<file path="config.mk">
export PLATFORM = sky130hd
export DESIGN_NAME = iat_cell
export DESIGN_NICKNAME = d
export VERILOG_FILES = /design/src/design/iat_pkg.sv /design/src/design/iat_cell.sv
export SDC_FILE = /design/constraint.sdc
export NUM_CORES = 1
export LEC_CHECK = 0
export ABC_AREA = 1
export BUFFER_PORTS_ARGS = -buffer_cell sky130_fd_sc_hd__buf_4
export CORE_MARGIN = 4
export CORE_UTILIZATION = 47
export CTS_BUF_LIST = sky130_fd_sc_hd__clkbuf_4
export CTS_CLUSTER_SIZE = 20
export DETAILED_ROUTE_END_ITERATION = 8
export GPL_ROUTABILITY_DRIVEN = 0
export PLACE_DENSITY = 0.82
export SYNTH_ARGS = -nofsm -noshare
export SYNTH_HDL_FRONTEND = slang
export SYNTH_SLANG_ARGS = --single-unit
</file>
<file path="constraint.sdc">
create_clock -name clock -period 4.8 [get_ports clock]
set_input_delay 0.48 -clock clock [delete_from_list [all_inputs] [get_ports clock]]
set_output_delay 0.48 -clock clock [all_outputs]
set_load 0.01 [all_outputs]
</file>
<file path="src/design/iat_pkg.sv">
// Shared types, codes and widths for the indexed array table.
package iat_pkg;

   // Built number of slots. The index and count widths below follow from it.
   localparam int DEPTH = 64;

   localparam int DATA_W = 32;
   localparam int OP_W   = 3;
   localparam int POS_W  = 8;
   localparam int CAP_W  = 7;
   localparam int STAT_W = 2;
   localparam int IDX_W  = (DEPTH > 1) ? $clog2(DEPTH) : 1;
   localparam int CNT_W  = $clog2(DEPTH + 1);

   // Common width for comparing positions, counts and the capacity.
   localparam int CMP_A = (POS_W > CNT_W) ? POS_W : CNT_W;
   localparam int CMP_W = ((CMP_A > CAP_W) ? CMP_A : CAP_W) + 1;

   // Request operation codes.
   localparam logic [OP_W-1:0] OP_INSERT = 3'd0;
   localparam logic [OP_W-1:0] OP_APPEND = 3'd1;
   localparam logic [OP_W-1:0] OP_DELETE = 3'd2;
   localparam logic [OP_W-1:0] OP_SEARCH = 3'd3;
   localparam logic [OP_W-1:0] OP_GET    = 3'd4;
   localparam logic [OP_W-1:0] OP_SET    = 3'd5;

   // Result status codes.
   localparam logic [STAT_W-1:0] ST_OK     = 2'd0;
   localparam logic [STAT_W-1:0] ST_BADPOS = 2'd1;
   localparam logic [STAT_W-1:0] ST_FULL   = 2'd2;
   localparam logic [STAT_W-1:0] ST_MISS   = 2'd3;

   // Commands broadcast to every cell of the chain.
   localparam int CELL_OP_W = 3;
   localparam logic [CELL_OP_W-1:0] CELL_IDLE   = 3'd0;
   localparam logic [CELL_OP_W-1:0] CELL_INSERT = 3'd1;
   localparam logic [CELL_OP_W-1:0] CELL_DELETE = 3'd2;
   localparam logic [CELL_OP_W-1:0] CELL_WRITE  = 3'd3;
   localparam logic [CELL_OP_W-1:0] CELL_SWAP   = 3'd4;
   localparam logic [CELL_OP_W-1:0] CELL_LOAD   = 3'd5;
   localparam logic [CELL_OP_W-1:0] CELL_SHIFT  = 3'd6;

   typedef struct packed {
      logic [CELL_OP_W-1:0] op;
      logic [CMP_W-1:0]     pos;
      logic [CMP_W-1:0]     cnt;
      logic [DATA_W-1:0]    value;
   } cell_cmd_type;

endpackage

</file>
<file path="src/design/iat_cell.sv">
// One slot of the list chain: stored element plus a read stage that shifts toward slot 0.
module iat_cell
   import iat_pkg::*;
(
   input  logic                clock,
   input  cell_cmd_type        cmd,
   input  logic [IDX_W-1:0]    idx,
   input  logic [DATA_W-1:0]   left_slot,
   input  logic [DATA_W-1:0]   right_slot,
   input  logic [DATA_W-1:0]   right_rd,
   input  logic [DATA_W-1:0]   head_slot,
   output logic [DATA_W-1:0]   slot,
   output logic [DATA_W-1:0]   rd
);

   logic [DATA_W-1:0] slot_ff, slot_in;
   logic [DATA_W-1:0] rd_ff, rd_in;
   logic [CMP_W-1:0]  my_idx;

   assign my_idx = CMP_W'(idx);

   always_comb begin
      slot_in = slot_ff;
      rd_in   = rd_ff;
      unique case (cmd.op)
         CELL_INSERT: begin
            if (my_idx == cmd.pos) begin
               slot_in = cmd.value;
            end else if (my_idx > cmd.pos && my_idx <= cmd.cnt) begin
               slot_in = left_slot;
            end
         end
         CELL_DELETE: begin
            if (my_idx >= cmd.pos && (my_idx + 1'b1) < cmd.cnt) begin
               slot_in = right_slot;
            end
         end
         CELL_WRITE: begin
            if (my_idx == cmd.pos) begin
               slot_in = cmd.value;
            end
         end
         CELL_SWAP: begin
            // The hit entry equals the key, so slot 0 simply takes the key.
            if (my_idx == '0) begin
               slot_in = cmd.value;
            end else if (my_idx == cmd.pos) begin
               slot_in = head_slot;
            end
         end
         CELL_LOAD: begin
            rd_in = slot_ff;
         end
         CELL_SHIFT: begin
            rd_in = right_rd;
         end
         default: begin
         end
      endcase
   end

   always_ff @(posedge clock) begin
      slot_ff <= slot_in;
      rd_ff   <= rd_in;
   end

   assign slot = slot_ff;
   assign rd   = rd_ff;

endmodule

</file>
==> flow_summary.ini <==
[sta]
fin_tns_setup_ps = 0
setup_violations = 0
worst_clock_skew_ps = 15.3
rsz0062_at_grt = false
slew_viol_final = 0
worst_slew_pin_slew_ps = 1160
slew_headroom_pct = 22.5
fmax_mhz = 352
fin_ws_ps = 1960
period_minus_slack_ps = 2840
period_share_pct = 59.1
hold_viol_final = 0

[critical_path]
end_kind = register
crit_path_start_kind = primary input
rr_startpoint = slot[15]$_DFFE_PP_
reg2regPathDepth = 1
reg2reg_setup_slack_ps = 3790
cp.arrival_ps = 2860
r2r_end = rd[15]$_DFFE_PP_
crit_fanout = 32
crit_required_ps = 4820
crit_start = idx[0]
path_class = primary input to register

[cells_and_area]
seq_area_um2 = 1920
fin_cells = 903
finalInstanceArea_um2 = 6660
multiInputGateArea_um2 = 2270
areaGrowthSynthToFinish_pct = 45.6
n_fill_cell = 765
nets = 977
drive_above_1_share_pct = 40.2

[clock_tree]
htreeDepth = 3
cts_buffers = 9
clkTransAtPathRegs_ps = 120
post_cts_buffers = 0
clkLatencyLatePin_ps = 400
clock-sinks = 64
cts_tree = done
cts_hold_buf = 0
cts_resized = 0
ctsLongestPathBuffers = 2
root_buffer = clkbuf_4

[die]
boundaryPins = 252
row_count = 35
initial_core_util_pct = 48.8
fp.dieW_um = 107
core_region_area_um2 = 9370
die_h_um = 107
die_area_um2 = 11400

[placed_design]
dp_cells = 886
place_area_um2 = 6530
dp_worst_setup_slack_ps = 1550
dp_hpwl_um = 12100
port_buffers = 251

[routing]
wl_per_cell_um = 17.3
dr_total_vias = 4811
drt-met1-wl_um = 5670
wl_um = 15700
drcViolationCount = 0
detail_route.vias_per_cell = 5.33
wl_met2_um = 8270
drtPass1Iterations = 5
top_layer = met4
drt_iter0_drc = 194
ant_nets = 0
wl_met3_um = 1200

[synth]
synth_fp_nets = 738
ys_seq_area_share_pct = 42.0
yosysUniqueCellTypes = 26
ys_seq_elements = 64
synth_cells = 529
ys_warn_count = 0
syn-mean-instance-area_um2 = 8.65
netlist_area_um2 = 4580

[power_and_ir_drop]
p_int_mw = 1.09
power_frac_comb_pct = 29.3
p_sw_mw = 0.434
sw_frac_of_total_pct = 28.5
pwr-share-seq_pct = 47.2
p_leak_nw = 3.15
power_density_nw_per_um2 = 228
finalPower_mw = 1.52
vdd_ir_drop_max_uv = 124
clkPwrFrac_pct = 23.5

[min_path]
hold_end = slot[18]$_DFFE_PP_
hold_depth = 3
hold_path_class = primary input to register
hold_start = right_slot[18]

[global_route]
grt_pass1_wl_um = 24000
grt_max_degree = 66
grt_pass1_vias = 4845
antenna_found_initial = 0
grt-ovfl-total = 0
track_usage_pct = 26.9

[status]
status = complete, no violations

[job]
max-cap-violations = 0
through the flow:
stage               hold slack [ps]  util, %
finish                          368     71.1
global route                    342     71.1
CTS                             348     71.1
detailed placement              569     69.7
global placement                568     69.7
floorplan                       626        -
critical path, cell delays in order:
cell	delay, ps
buf_4	120
ha_1	230
nand3_1	120
xor2_1	140
inv_1	60
ha_1	290
nand2_1	100
inv_1	40
nand2_1	60
nand2_1	50
nand2_1	50
nand2_1	40
nor2_1	80
nand2_1	50
nand2_1	50
nand2_1	110
nor2_4	760
layout make-up:
type	count	area share (%)
multi-input combinational	369	34.1
clock inverter	7	0.939
antenna	1	0.0376
timing repair buffer	256	28.9
sequential	64	28.9
clock buffer	9	1.01
inverter	68	3.83
tap	129	2.42
state kept, by name, indices dropped and copies added (netlist names):
signal / count
rd: 32
slot: 32
how the worst max path moves through the flow:
stage                               endpoint  depth (start not counted)
after floorplan            slot[0]$_DFFE_PP_                         16
after CTS                 slot[17]$_DFFE_PP_                         17
after global placement    slot[18]$_DFFE_PP_                         17
after detailed placement  slot[19]$_DFFE_PP_                         17
final                     slot[16]$_DFFE_PP_                         17
after global routing       slot[7]$_DFFE_PP_                         17
power groups by stage:
stage          Sequential, mW  Clock (mW)  Combinational, mW
2_1_floorplan           0.747           0              0.170
6_report                0.717       0.358              0.445
3_5_place_dp            0.730           0              0.445
5_1_grt                 0.721       0.390              0.487
4_1_cts                 0.717       0.362              0.447
3_3_place_gp            0.727           0              0.429
cell usage after synthesis:
| cell type | number | area [um2] |
|---|---|---|
| nor2_2 | 1 | 6.26 |
| buf_6 | 3 | 33.8 |
| buf_2 | 16 | 80.1 |
| xor2_1 | 4 | 35.0 |
| inv_1 | 65 | 244 |
| o21a_1 | 32 | 240 |
| ha_1 | 21 | 263 |
| mux2_2 | 32 | 360 |
| nor3b_1 | 1 | 7.51 |
| o211ai_1 | 32 | 240 |
| clkbuf_2 | 2 | 10.0 |
| nor2_1 | 18 | 67.6 |
| edfxtp_1 | 64 | 1920 |
| nand3_2 | 1 | 10.0 |
| nand3b_1 | 1 | 7.51 |
| nand2_1 | 139 | 522 |
| nand3_1 | 11 | 55.1 |
| o21ai_0 | 4 | 20.0 |
| nand4_1 | 33 | 206 |
| and3_1 | 1 | 6.26 |
| inv_2 | 3 | 11.3 |
| clkbuf_1 | 7 | 26.3 |
| nor3_1 | 3 | 15.0 |
| o21ai_1 | 30 | 150 |
| a21oi_1 | 4 | 20.0 |
| a21oi_4 | 1 | 16.3 |
layout by cell type, fill, tap and decap left out, types with 2 or more instances in the layout:
| cell | Yosys | layout |
|---|---|---|
| a21oi_1 | 4 | 4 |
| clkinv_1 | 0 | 2 |
| nand3_2 | 1 | 2 |
| clkinv_2 | 0 | 2 |
| nand3_1 | 11 | 10 |
| xor2_1 | 4 | 4 |
| clkbuf_4 | 0 | 9 |
| buf_4 | 0 | 256 |
| nor2_4 | 0 | 2 |
| o21ai_1 | 30 | 30 |
| inv_1 | 65 | 65 |
| nor2_1 | 18 | 16 |
| nor3_1 | 3 | 3 |
| edfxtp_1 | 64 | 64 |
| clkinvlp_4 | 0 | 2 |
| o21a_1 | 32 | 32 |
| inv_2 | 3 | 3 |
| mux2_2 | 32 | 32 |
| o211ai_1 | 32 | 32 |
| nand4_1 | 33 | 33 |
| ha_1 | 21 | 21 |
| o21ai_0 | 4 | 4 |
| nand2_1 | 139 | 139 |
logic make-up after synthesis:
logic type	after synthesis	synth area share, %
fa+ha+maj	21	5.74
simple gates	209	19.7
compound gates	103	15.0
xor+xnor	4	0.766
buf+inv	96	8.86
mux	32	7.88
flops	64	42.0
metal layers:
metal | track usage [%] | vias to the layer above
li1 | - | 2319
met1 | 29.9 | 2198
met2 | 49.9 | 256
met3 | 5.24 | 38
met4 | 11.5 | 0
met5 | 0 | -
(Power assumes the default switching activity.)
