`config.mk`:
```
export PLATFORM = sky130hd
export DESIGN_NAME = iat_ctrl
export DESIGN_NICKNAME = d
export VERILOG_FILES = /design/src/design/iat_pkg.sv /design/src/design/iat_ctrl.sv
export SDC_FILE = /design/constraint.sdc
export NUM_CORES = 1
export LEC_CHECK = 0
export ABC_AREA = 1
export BUFFER_PORTS_ARGS = -buffer_cell sky130_fd_sc_hd__buf_2
export CAP_MARGIN = 15
export CORE_MARGIN = 2
export CORE_UTILIZATION = 47
export DETAILED_ROUTE_END_ITERATION = 10
export PLACE_DENSITY = 0.83
export SKIP_CTS_REPAIR_TIMING = 1
export SYNTH_ARGS = -nofsm -noshare
export SYNTH_HDL_FRONTEND = slang
export SYNTH_SLANG_ARGS = --single-unit
```
`constraint.sdc`:
```
create_clock -name clock -period 3.2 [get_ports clock]
set_input_delay 0.48 -clock clock [delete_from_list [all_inputs] [get_ports clock]]
set_output_delay 0.48 -clock clock [all_outputs]
set_load 0.01 [all_outputs]
```
`src/design/iat_pkg.sv`:
```
// Shared types, codes and widths for the indexed array table.
package iat_pkg;

   // Built number of slots. The index and count widths below follow from it.
   localparam int DEPTH = 64;

   localparam int DATA_W = 32;
   localparam int OP_W   = 3;
   localparam int POS_W  = 8;
   localparam int CAP_W  = 7;
   localparam int STAT_W = 2;
   localparam int IDX_W  = (DEPTH > 1) ? $clog2(DEPTH) : 1;
   localparam int CNT_W  = $clog2(DEPTH + 1);

   // Common width for comparing positions, counts and the capacity.
   localparam int CMP_A = (POS_W > CNT_W) ? POS_W : CNT_W;
   localparam int CMP_W = ((CMP_A > CAP_W) ? CMP_A : CAP_W) + 1;

   // Request operation codes.
   localparam logic [OP_W-1:0] OP_INSERT = 3'd0;
   localparam logic [OP_W-1:0] OP_APPEND = 3'd1;
   localparam logic [OP_W-1:0] OP_DELETE = 3'd2;
   localparam logic [OP_W-1:0] OP_SEARCH = 3'd3;
   localparam logic [OP_W-1:0] OP_GET    = 3'd4;
   localparam logic [OP_W-1:0] OP_SET    = 3'd5;

   // Result status codes.
   localparam logic [STAT_W-1:0] ST_OK     = 2'd0;
   localparam logic [STAT_W-1:0] ST_BADPOS = 2'd1;
   localparam logic [STAT_W-1:0] ST_FULL   = 2'd2;
   localparam logic [STAT_W-1:0] ST_MISS   = 2'd3;

   // Commands broadcast to every cell of the chain.
   localparam int CELL_OP_W = 3;
   localparam logic [CELL_OP_W-1:0] CELL_IDLE   = 3'd0;
   localparam logic [CELL_OP_W-1:0] CELL_INSERT = 3'd1;
   localparam logic [CELL_OP_W-1:0] CELL_DELETE = 3'd2;
   localparam logic [CELL_OP_W-1:0] CELL_WRITE  = 3'd3;
   localparam logic [CELL_OP_W-1:0] CELL_SWAP   = 3'd4;
   localparam logic [CELL_OP_W-1:0] CELL_LOAD   = 3'd5;
   localparam logic [CELL_OP_W-1:0] CELL_SHIFT  = 3'd6;

   typedef struct packed {
      logic [CELL_OP_W-1:0] op;
      logic [CMP_W-1:0]     pos;
      logic [CMP_W-1:0]     cnt;
      logic [DATA_W-1:0]    value;
   } cell_cmd_type;

endpackage

```
`src/design/iat_ctrl.sv`:
```
// Request sequencer, fill count, capacity register and result register.
module iat_ctrl
   import iat_pkg::*;
(
   input  logic                clock,
   input  logic                reset,
   input  logic                req_valid,
   output logic                req_stall,
   input  logic [OP_W-1:0]     req_operation,
   input  logic [POS_W-1:0]    req_position,
   input  logic [DATA_W-1:0]   req_value_in,
   output logic                rsp_valid,
   input  logic                rsp_stall,
   output logic [STAT_W-1:0]   rsp_status,
   output logic [DATA_W-1:0]   rsp_read_value,
   output logic [IDX_W-1:0]    rsp_found_index,
   output logic [CNT_W-1:0]    rsp_fill_count,
   input  logic                csr_write_enable,
   input  logic [CAP_W-1:0]    csr_write_data,
   input  logic [DATA_W-1:0]   head_rd,
   output cell_cmd_type        cmd
);

   localparam logic S_IDLE = 1'b0;
   localparam logic S_SCAN = 1'b1;
   localparam logic [CMP_W-1:0] DEPTH_C = CMP_W'(DEPTH);

   logic                state_ff, state_in;
   logic [CNT_W-1:0]    count_ff, count_in;
   logic [CAP_W-1:0]    capacity_ff, capacity_in;
   logic [DATA_W-1:0]   key_ff, key_in;
   logic [POS_W-1:0]    target_ff, target_in;
   logic                get_mode_ff, get_mode_in;
   logic [IDX_W-1:0]    scan_ff, scan_in;

   logic                rsp_valid_ff, rsp_valid_in;
   logic [STAT_W-1:0]   status_ff, status_in;
   logic [DATA_W-1:0]   read_ff, read_in;
   logic [IDX_W-1:0]    found_ff, found_in;
   logic [CNT_W-1:0]    fill_ff, fill_in;

   logic                out_free, accept, finish;
   logic [CMP_W-1:0]    cap_w, limit_w, pos_w, cnt_w, scan_w;

   assign out_free  = !rsp_valid_ff || !rsp_stall;
   assign req_stall = (state_ff != S_IDLE) || !out_free;
   assign accept    = req_valid && !req_stall;

   assign cap_w   = CMP_W'(capacity_ff);
   assign limit_w = (cap_w > DEPTH_C) ? DEPTH_C : cap_w;
   assign pos_w   = CMP_W'(req_position);
   assign cnt_w   = CMP_W'(count_ff);
   assign scan_w  = CMP_W'(scan_ff);

   always_comb begin
      state_in    = state_ff;
      count_in    = count_ff;
      capacity_in = csr_write_enable ? csr_write_data : capacity_ff;
      key_in      = key_ff;
      target_in   = target_ff;
      get_mode_in = get_mode_ff;
      scan_in     = scan_ff;
      finish      = 1'b0;
      status_in   = ST_OK;
      read_in     = '0;
      found_in    = '0;
      fill_in     = count_ff;
      cmd         = '{op: CELL_IDLE, pos: pos_w, cnt: cnt_w, value: req_value_in};

      unique case (state_ff)
         S_IDLE: begin
            if (accept) begin
               finish = 1'b1;
               unique case (req_operation)
                  OP_INSERT: begin
                     if (pos_w > cnt_w) begin
                        status_in = ST_BADPOS;
                     end else if (cnt_w >= limit_w) begin
                        status_in = ST_FULL;
                     end else begin
                        cmd.op   = CELL_INSERT;
                        count_in = count_ff + 1'b1;
                     end
                  end
                  OP_APPEND: begin
                     if (cnt_w >= limit_w) begin
                        status_in = ST_FULL;
                     end else begin
                        cmd.op   = CELL_WRITE;
                        cmd.pos  = cnt_w;
                        count_in = count_ff + 1'b1;
                     end
                  end
                  OP_DELETE: begin
                     if (pos_w >= cnt_w) begin
                        status_in = ST_BADPOS;
                     end else begin
                        cmd.op   = CELL_DELETE;
                        count_in = count_ff - 1'b1;
                     end
                  end
                  OP_SEARCH: begin
                     if (count_ff == '0) begin
                        status_in = ST_MISS;
                     end else begin
                        finish      = 1'b0;
                        cmd.op      = CELL_LOAD;
                        state_in    = S_SCAN;
                        get_mode_in = 1'b0;
                        scan_in     = '0;
                     end
                  end
                  OP_GET: begin
                     if (pos_w >= cnt_w) begin
                        status_in = ST_BADPOS;
                        read_in   = '1;
                     end else begin
                        finish      = 1'b0;
                        cmd.op      = CELL_LOAD;
                        state_in    = S_SCAN;
                        get_mode_in = 1'b1;
                        scan_in     = '0;
                     end
                  end
                  OP_SET: begin
                     if (pos_w >= cnt_w) begin
                        status_in = ST_BADPOS;
                     end else begin
                        cmd.op = CELL_WRITE;
                     end
                  end
                  default: begin
                  end
               endcase
               if (!finish) begin
                  key_in    = req_value_in;
                  target_in = req_position;
               end
            end
         end
         S_SCAN: begin
            // The read chain presents slot scan_ff at its head in this cycle.
            cmd.value = key_ff;
            cmd.pos   = scan_w;
            if (get_mode_ff) begin
               if (scan_w == CMP_W'(target_ff)) begin
                  if (out_free) begin
                     finish   = 1'b1;
                     read_in  = head_rd;
                     state_in = S_IDLE;
                  end
               end else begin
                  cmd.op  = CELL_SHIFT;
                  scan_in = scan_ff + 1'b1;
               end
            end else if (head_rd == key_ff) begin
               if (out_free) begin
                  finish   = 1'b1;
                  found_in = scan_ff;
                  cmd.op   = CELL_SWAP;
                  state_in = S_IDLE;
               end
            end else if ((scan_w + 1'b1) >= cnt_w) begin
               if (out_free) begin
                  finish    = 1'b1;
                  status_in = ST_MISS;
                  state_in  = S_IDLE;
               end
            end else begin
               cmd.op  = CELL_SHIFT;
               scan_in = scan_ff + 1'b1;
            end
         end
         default: begin
         end
      endcase

      fill_in      = count_in;
      rsp_valid_in = finish || (rsp_valid_ff && rsp_stall);
   end

   always_ff @(posedge clock) begin
      if (reset) begin
         state_ff     <= S_IDLE;
         count_ff     <= '0;
         capacity_ff  <= CAP_W'(64);
         rsp_valid_ff <= 1'b0;
      end else begin
         state_ff     <= state_in;
         count_ff     <= count_in;
         capacity_ff  <= capacity_in;
         rsp_valid_ff <= rsp_valid_in;
      end
   end

   always_ff @(posedge clock) begin
      key_ff      <= key_in;
      target_ff   <= target_in;
      get_mode_ff <= get_mode_in;
      scan_ff     <= scan_in;
      if (finish) begin
         status_ff <= status_in;
         read_ff   <= read_in;
         found_ff  <= found_in;
         fill_ff   <= fill_in;
      end
   end

   assign rsp_valid       = rsp_valid_ff;
   assign rsp_status      = status_ff;
   assign rsp_read_value  = read_ff;
   assign rsp_found_index = found_ff;
   assign rsp_fill_count  = fill_ff;

endmodule

```
==> flow_metrics.env, run 1 <==
export IMPL_cp_end_kind="output pin"
export IMPL_switching_share_pct=27.5
export IMPL_drtIter0Drc=454
export IMPL_async_reset_ff_share_pct=0
export IMPL_diodes=0
export IMPL_path_class="reg -> out"
export IMPL_ir_drop_mv=0.254
export IMPL_core_area_um2=13300
export IMPL_hold_depth=1
export IMPL_place_congestion=0.938
export IMPL_cp_start_kind="register"
export IMPL_cp_max_fo=6
export IMPL_ys_seq_area_share_pct=49.0
export IMPL_final_core_util_pct=60.6
export IMPL_ant_nets=0
export IMPL_fin_crit_sh_pct=103
export IMPL_io_buffers=185
export IMPL_cp_cell_sequence="nor4_2, nand2_1, nand2_2, nand2_2, ha_4, a21oi_2, o21ai_1, nand2_2, nand3_4, nor3_4, buf_6, nand2_8, o211ai_2, o21ai_1, buf_2"
export IMPL_syn2layout_area_growth_pct=25.6
export IMPL_insertion_delay_ps=350
export IMPL_num_rows=42
export IMPL_clkPwrFrac_pct=31.7
export IMPL_drv_cap=0
export IMPL_switchingPower_uw=909
export IMPL_viasPerCell=5.11
export IMPL_clk_pin_slew_ps=70
export IMPL_grt_max_degree=50
export IMPL_critPathArrivalTime_ps=2820
export IMPL_violations="negative setup slack"
export IMPL_synth_seq_cells=110
export IMPL_finalWirelength_um=17100
export IMPL_outcome="finished, violations left"
export IMPL_power_per_cell_area_nw_per_um2=410
export IMPL_cts_tree="done"
export IMPL_drive_gt1_share_pct=31.6
export IMPL_nets=1053
export IMPL_p_seq_share_pct=50.6
export IMPL_fin_ws_ps=-100
export IMPL_overflow=0
export IMPL_wire_per_inst_um=15.2
export IMPL_max_freq_mhz=303
export IMPL_grt_first_pass_wirelength_um=26600
export IMPL_period_minus_slack_ps=3300
export IMPL_r2r_end="rsp_read_value[18]"
export IMPL_die_h_um=121
export IMPL_syn_area_um2=6420
export IMPL_hold_start="req_value_in[8]"
export IMPL_die_area_um2=14600
export IMPL_dpl_cell_count=1098
export IMPL_reg2reg_slack_ps=180
export IMPL_ctsRootBufferMaster="clkbuf_16"
export IMPL_p_comb_share_pct=17.7
export IMPL_die_x_um=121
export IMPL_tightest_slew_ps=746
export IMPL_cts_buffers=9
export IMPL_min_to="key_ff[8]"
export IMPL_yosysUniqueCellTypes=46
export IMPL_rsz0062_at_grt="yes"
export IMPL_antenna_found_initial=0
export IMPL_synth_ff_type="edfxtp_1"
export IMPL_drc=0
export IMPL_syn_inst=747
export IMPL_ios=189
export IMPL_htreeDepth=3
export IMPL_drv_slew=0
export IMPL_min_path_type="in -> reg"
export IMPL_clock_path_buffers=2
export IMPL_fill_cells=1123
export IMPL_finalNonFillerCells=1123
export IMPL_place_hpwl_um=12400
export IMPL_grt_usage_pct=23.3
export IMPL_hold_viol_final=0
export IMPL_crit_top_cell="nand2_2"
export IMPL_slowest_delay_ps=330
export IMPL_cp_top_family="simple AND/OR/NAND/NOR gates"
export IMPL_finClkSkew_ps=10.7
export IMPL_slowest_stage="dfxtp_2"
export IMPL_p_int_mw=2.40
export IMPL_total_leakage_power_nw=3.84
export IMPL_reg2reg_depth=17
export IMPL_start_util_pct=48.3
export IMPL_drt_pass1_iterations=5
export IMPL_reg2reg_from="scan_ff[0]"
export IMPL_cp_data_required_time_ps=2720
export IMPL_synth_warnings=0
export IMPL_relSlewSlack_pct=50.2
export IMPL_critical_path_buf_inv_count=2
export IMPL_grt_pass1_vias=5446
export IMPL_synth_enable_flop_cells=94
export IMPL_avgSynthCellArea_um2=8.59
export IMPL_setup_viol=8
export IMPL_via_count=5735
export IMPL_cts_sinks=110
stage by stage:
stage          hold slack, ps  instance area (um^2)  setup slack [ps]  setup TNS (ps)  power, mW
6_report                  311                  8060              -100            -486       3.31
4_1_cts                   303                  7830              -255           -1390       3.29
3_3_place_gp              516                  7570               276               0       2.24
3_5_place_dp              524                  7570               135               0       2.26
2_1_floorplan             486                  6430               179               0       2.02
5_1_grt                   304                  8060              -244           -1960       3.44
per-layer routing:
metal  share of wire (%)  GRT usage, %  wire length, um
met3                 6.8          3.01             1160
met5                   0             0                0
met1                  41          30.2             7080
met4                 1.5          8.14              263
met2                  50          39.9             8600
state kept, by name (all words and copies together) (netlist names):
register,flops
rsp_fill_count,7
scan_ff,6
capacity_ff,7
rsp_valid,1
count_ff,7
rsp_read_value,32
rsp_status,2
target_ff,8
rsp_found_index,6
key_ff,32
state_ff,1
get_mode_ff,1
kinds of logic (layout without fill, tap and decap cells):
| kind of cell | after synthesis | in the layout | synth area share (%) |
|---|---|---|---|
| adders and majority gates | 24 | 24 | 4.68 |
| other | 1 | 3 | 0.0584 |
| AOI/OAI and AO/OA | 107 | 107 | 11.0 |
| xor gates and xnor gates | 23 | 23 | 3.14 |
| and+or+nand+nor | 365 | 366 | 24.8 |
| DFF | 110 | 110 | 49.0 |
| buffers and inverters | 117 | 314 | 7.35 |
cell usage after synthesis, drive strengths merged, types with 2 or more instances:
cell,instances,area [um^2]
nand2,240,916
edfxtp,94,2820
inv,91,342
nor2,72,308
o21ai,61,309
nand3,35,238
ha,24,300
xnor2,19,166
a21oi,18,105
buf,16,91.3
dfxtp,16,320
o31ai,16,170
clkbuf,10,38.8
o211ai,7,82.6
nand4,5,31.3
nor3,5,36.3
xor2,4,35.0
a21o,2,15.0
nand3b,2,15.0
nor3b,2,20.0
or2,2,12.5
how the worst max path moves through the flow:
stage / cells past startpoint / slack, ps / start / endpoint
final: 15 / -100 / capacity_ff[5] / cmd[45]
after global routing: 15 / -240 / capacity_ff[5] / cmd[45]
after CTS: 15 / -250 / capacity_ff[2] / cmd[43]
after detailed placement: 15 / 130 / capacity_ff[2] / cmd[43]
after global placement: 15 / 280 / capacity_ff[2] / cmd[43]
after floorplan: 14 / 180 / count_ff[3] / cmd[52]
power by group through the flow:
stage	Clock, mW	Combinational, mW	Sequential, mW
floorplan	0	0.287	1.73
global placement	0	0.544	1.70
detailed placement	0	0.552	1.70
CTS	1.06	0.555	1.67
global route	1.12	0.647	1.68
finish	1.05	0.584	1.67
area by class of cell:
| cell class | instances | area (um^2) | share of cell area (%) |
|---|---|---|---|
| flip-flops and latches | 110 | 3140 | 39.0 |
| clock inverters | 5 | 32.5 | 0.404 |
| repair buffers | 207 | 1120 | 14.0 |
| multi-input cells | 523 | 2970 | 36.8 |
| inverters | 91 | 342 | 4.24 |
| well taps | 176 | 220 | 2.73 |
| clock buffers | 11 | 233 | 2.89 |
cell usage in the layout, fill, tap and decap left out, types with 5 or more instances in the layout:
cell,synthesis,routed
inv_1,83,82
a21oi_1,16,15
o21ai_0,48,45
nand3_2,5,9
nand4_1,5,5
ha_1,24,19
buf_2,7,184
inv_2,8,9
o21ai_1,12,13
edfxtp_1,94,94
o31ai_2,10,10
nand3_1,27,22
nand2_2,6,14
dfxtp_1,16,15
nor2_1,65,63
buf_6,1,5
o31ai_1,6,6
buf_4,4,17
nor2_2,3,5
o211ai_2,6,6
clkbuf_16,0,9
xnor2_1,19,19
nand2_1,234,225
No activity file was read; power rests on OpenSTA's default activity.
==> run 2, diff against run 1 <==
--- a/config.mk
+++ b/config.mk
@@ -6,12 +6,12 @@
 export NUM_CORES = 1
 export LEC_CHECK = 0
 export ABC_AREA = 1
-export BUFFER_PORTS_ARGS = -buffer_cell sky130_fd_sc_hd__buf_2
+export BUFFER_PORTS_ARGS = -buffer_cell sky130_fd_sc_hd__buf_4
 export CAP_MARGIN = 15
 export CORE_MARGIN = 2
-export CORE_UTILIZATION = 47
+export CORE_UTILIZATION = 57
 export DETAILED_ROUTE_END_ITERATION = 10
-export PLACE_DENSITY = 0.83
+export PLACE_DENSITY = 0.93
 export SKIP_CTS_REPAIR_TIMING = 1
 export SYNTH_ARGS = -nofsm -noshare
 export SYNTH_HDL_FRONTEND = slang
==> constraint.sdc (replaced) <==
create_clock -name clock -period 4.1 [get_ports clock]
set_input_delay 0.615 -clock clock [delete_from_list [all_inputs] [get_ports clock]]
set_output_delay 0.615 -clock clock [all_outputs]
set_load 0.01 [all_outputs]
==> flow_metrics.env, run 2 (synthesized netlist as in run 1, its figures left out) <==
export IMPL_cp_start_kind="register"
export IMPL_cts_tree="done"
export IMPL_fill_cells=799
export IMPL_drc=0
export IMPL_dpl_cell_count=1059
export IMPL_ctsRootBufferMaster="clkbuf_16"
export IMPL_grt_max_degree=43
export IMPL_drt_pass1_iterations=5
export IMPL_finalWirelength_um=18300
export IMPL_cp_data_required_time_ps=3480
export IMPL_via_count=5879
export IMPL_final_common_cell="nand2_1"
export IMPL_rsz0062_at_grt="no"
export IMPL_die_area_um2=12100
export IMPL_critPathArrivalTime_ps=2930
export IMPL_outcome="complete, no violations"
export IMPL_path_class="reg -> out"
export IMPL_num_rows=38
export IMPL_drtIter0Drc=413
export IMPL_viasPerCell=5.47
export IMPL_max_freq_mhz=282
export IMPL_hold_viol_final=0
export IMPL_hold_start="req_value_in[25]"
export IMPL_wire_per_inst_um=17.0
export IMPL_drv_cap=0
export IMPL_reg2reg_from="scan_ff[0]"
export IMPL_io_buffers=185
export IMPL_overflow=0
export IMPL_insertion_delay_ps=350
export IMPL_fin_crit_sh_pct=86.5
export IMPL_finalNonFillerCells=1075
export IMPL_p_total_mw=2.67
export IMPL_place_congestion=0.958
export IMPL_core_area_um2=10900
export IMPL_cts_sinks=110
export IMPL_setup_viol=0
export IMPL_cts_buffers=9
export IMPL_most_common_layout_cells="nand2_1, buf_4, edfxtp_1"
export IMPL_grt_first_pass_wirelength_um=27300
export IMPL_place_area_um2=7960
export IMPL_tightest_slew_ps=764
export IMPL_finClkSkew_ps=12.0
export IMPL_cp_end_kind="output pin"
export IMPL_grt_pass1_vias=5723
export IMPL_final_setup_tns_ps=0
export IMPL_cp_max_fo=5
export IMPL_ant_nets=0
export IMPL_clk_pin_slew_ps=80
export IMPL_total_leakage_power_nw=3.90
export IMPL_drive_gt1_share_pct=28.2
export IMPL_grt_usage_pct=29.7
export IMPL_ios=189
export IMPL_ir_drop_mv=0.264
export IMPL_drv_slew=0
export IMPL_place_hpwl_um=13700
export IMPL_nets=1041
export IMPL_final_core_util_pct=75.4
export IMPL_start_util_pct=58.7
export IMPL_design_area_um2=8240
export IMPL_die_h_um=110
export IMPL_clock_path_buffers=2
export IMPL_power_per_cell_area_nw_per_um2=324
export IMPL_diodes=0
export IMPL_antenna_found_initial=0
export IMPL_htreeDepth=3
export IMPL_syn2layout_area_growth_pct=28.4
export IMPL_min_path_type="in -> reg"
export IMPL_die_x_um=110
export IMPL_period_minus_slack_ps=3550
export IMPL_worstSetupStartpoint="scan_ff[0]"
export IMPL_relSlewSlack_pct=49.0
## run 2: worst max-delay path, cell delays in order, from the launching register on
cell and delay (ps):
edfxtp_1 450, ha_1 220, nand2_1 90, inv_1 110, nand3_1 120, nand2_1 120
inv_1 50, ha_1 280, a21oi_1 140, nor2_1 50, nor2_1 100, nand3_1 110
o21ai_1 230, nand3_1 170, o21ai_0 160, buf_4 170
## run 2: worst paths after layout
path                       endpoint  slack [ps]  cells past startpoint
hold reg to reg      capacity_ff[1]         540                      2
setup / recovery            cmd[51]         550                     15
hold / removal           key_ff[25]         450                      1
setup reg to reg  rsp_read_value[1]         810                     16
## run 2: area by class of cell
cell class | instances | area, um^2 | share of cell area (%)
repair buffers | 196 | 1480 | 18.0
inverters | 91 | 342 | 4.15
multi-input cells | 522 | 2810 | 34.1
clock inverters | 6 | 55.1 | 0.668
clock buffers | 10 | 229 | 2.78
flip-flops and latches | 110 | 3140 | 38.1
well taps | 140 | 175 | 2.13
## run 2: metrics by stage
| step | setup slack, ps | hold WS (ps) |
|---|---|---|
| finish | 554 | 448 |
| global route | 295 | 436 |
| CTS | 575 | 447 |
| detailed placement | 902 | 523 |
| global placement | 1080 | 510 |
| floorplan | 854 | 486 |
## run 2: report_power, final
group | internal (mW) | switching (mW) | total [mW]
clock network | 0.426 | 0.431 | 0.857
logic | 0.221 | 0.281 | 0.503
registers | 1.28 | 0.0259 | 1.31
## run 2: per-layer routing
metal / vias up / global-route usage, % / share of wire, %
li1: 2812 / - / -
met1: 2731 / 34.7 / 38
met2: 291 / 54.3 / 51
met3: 45 / 4.88 / 8.4
met4: 0 / 11.3 / 2.8
met5: - / 0 / 0
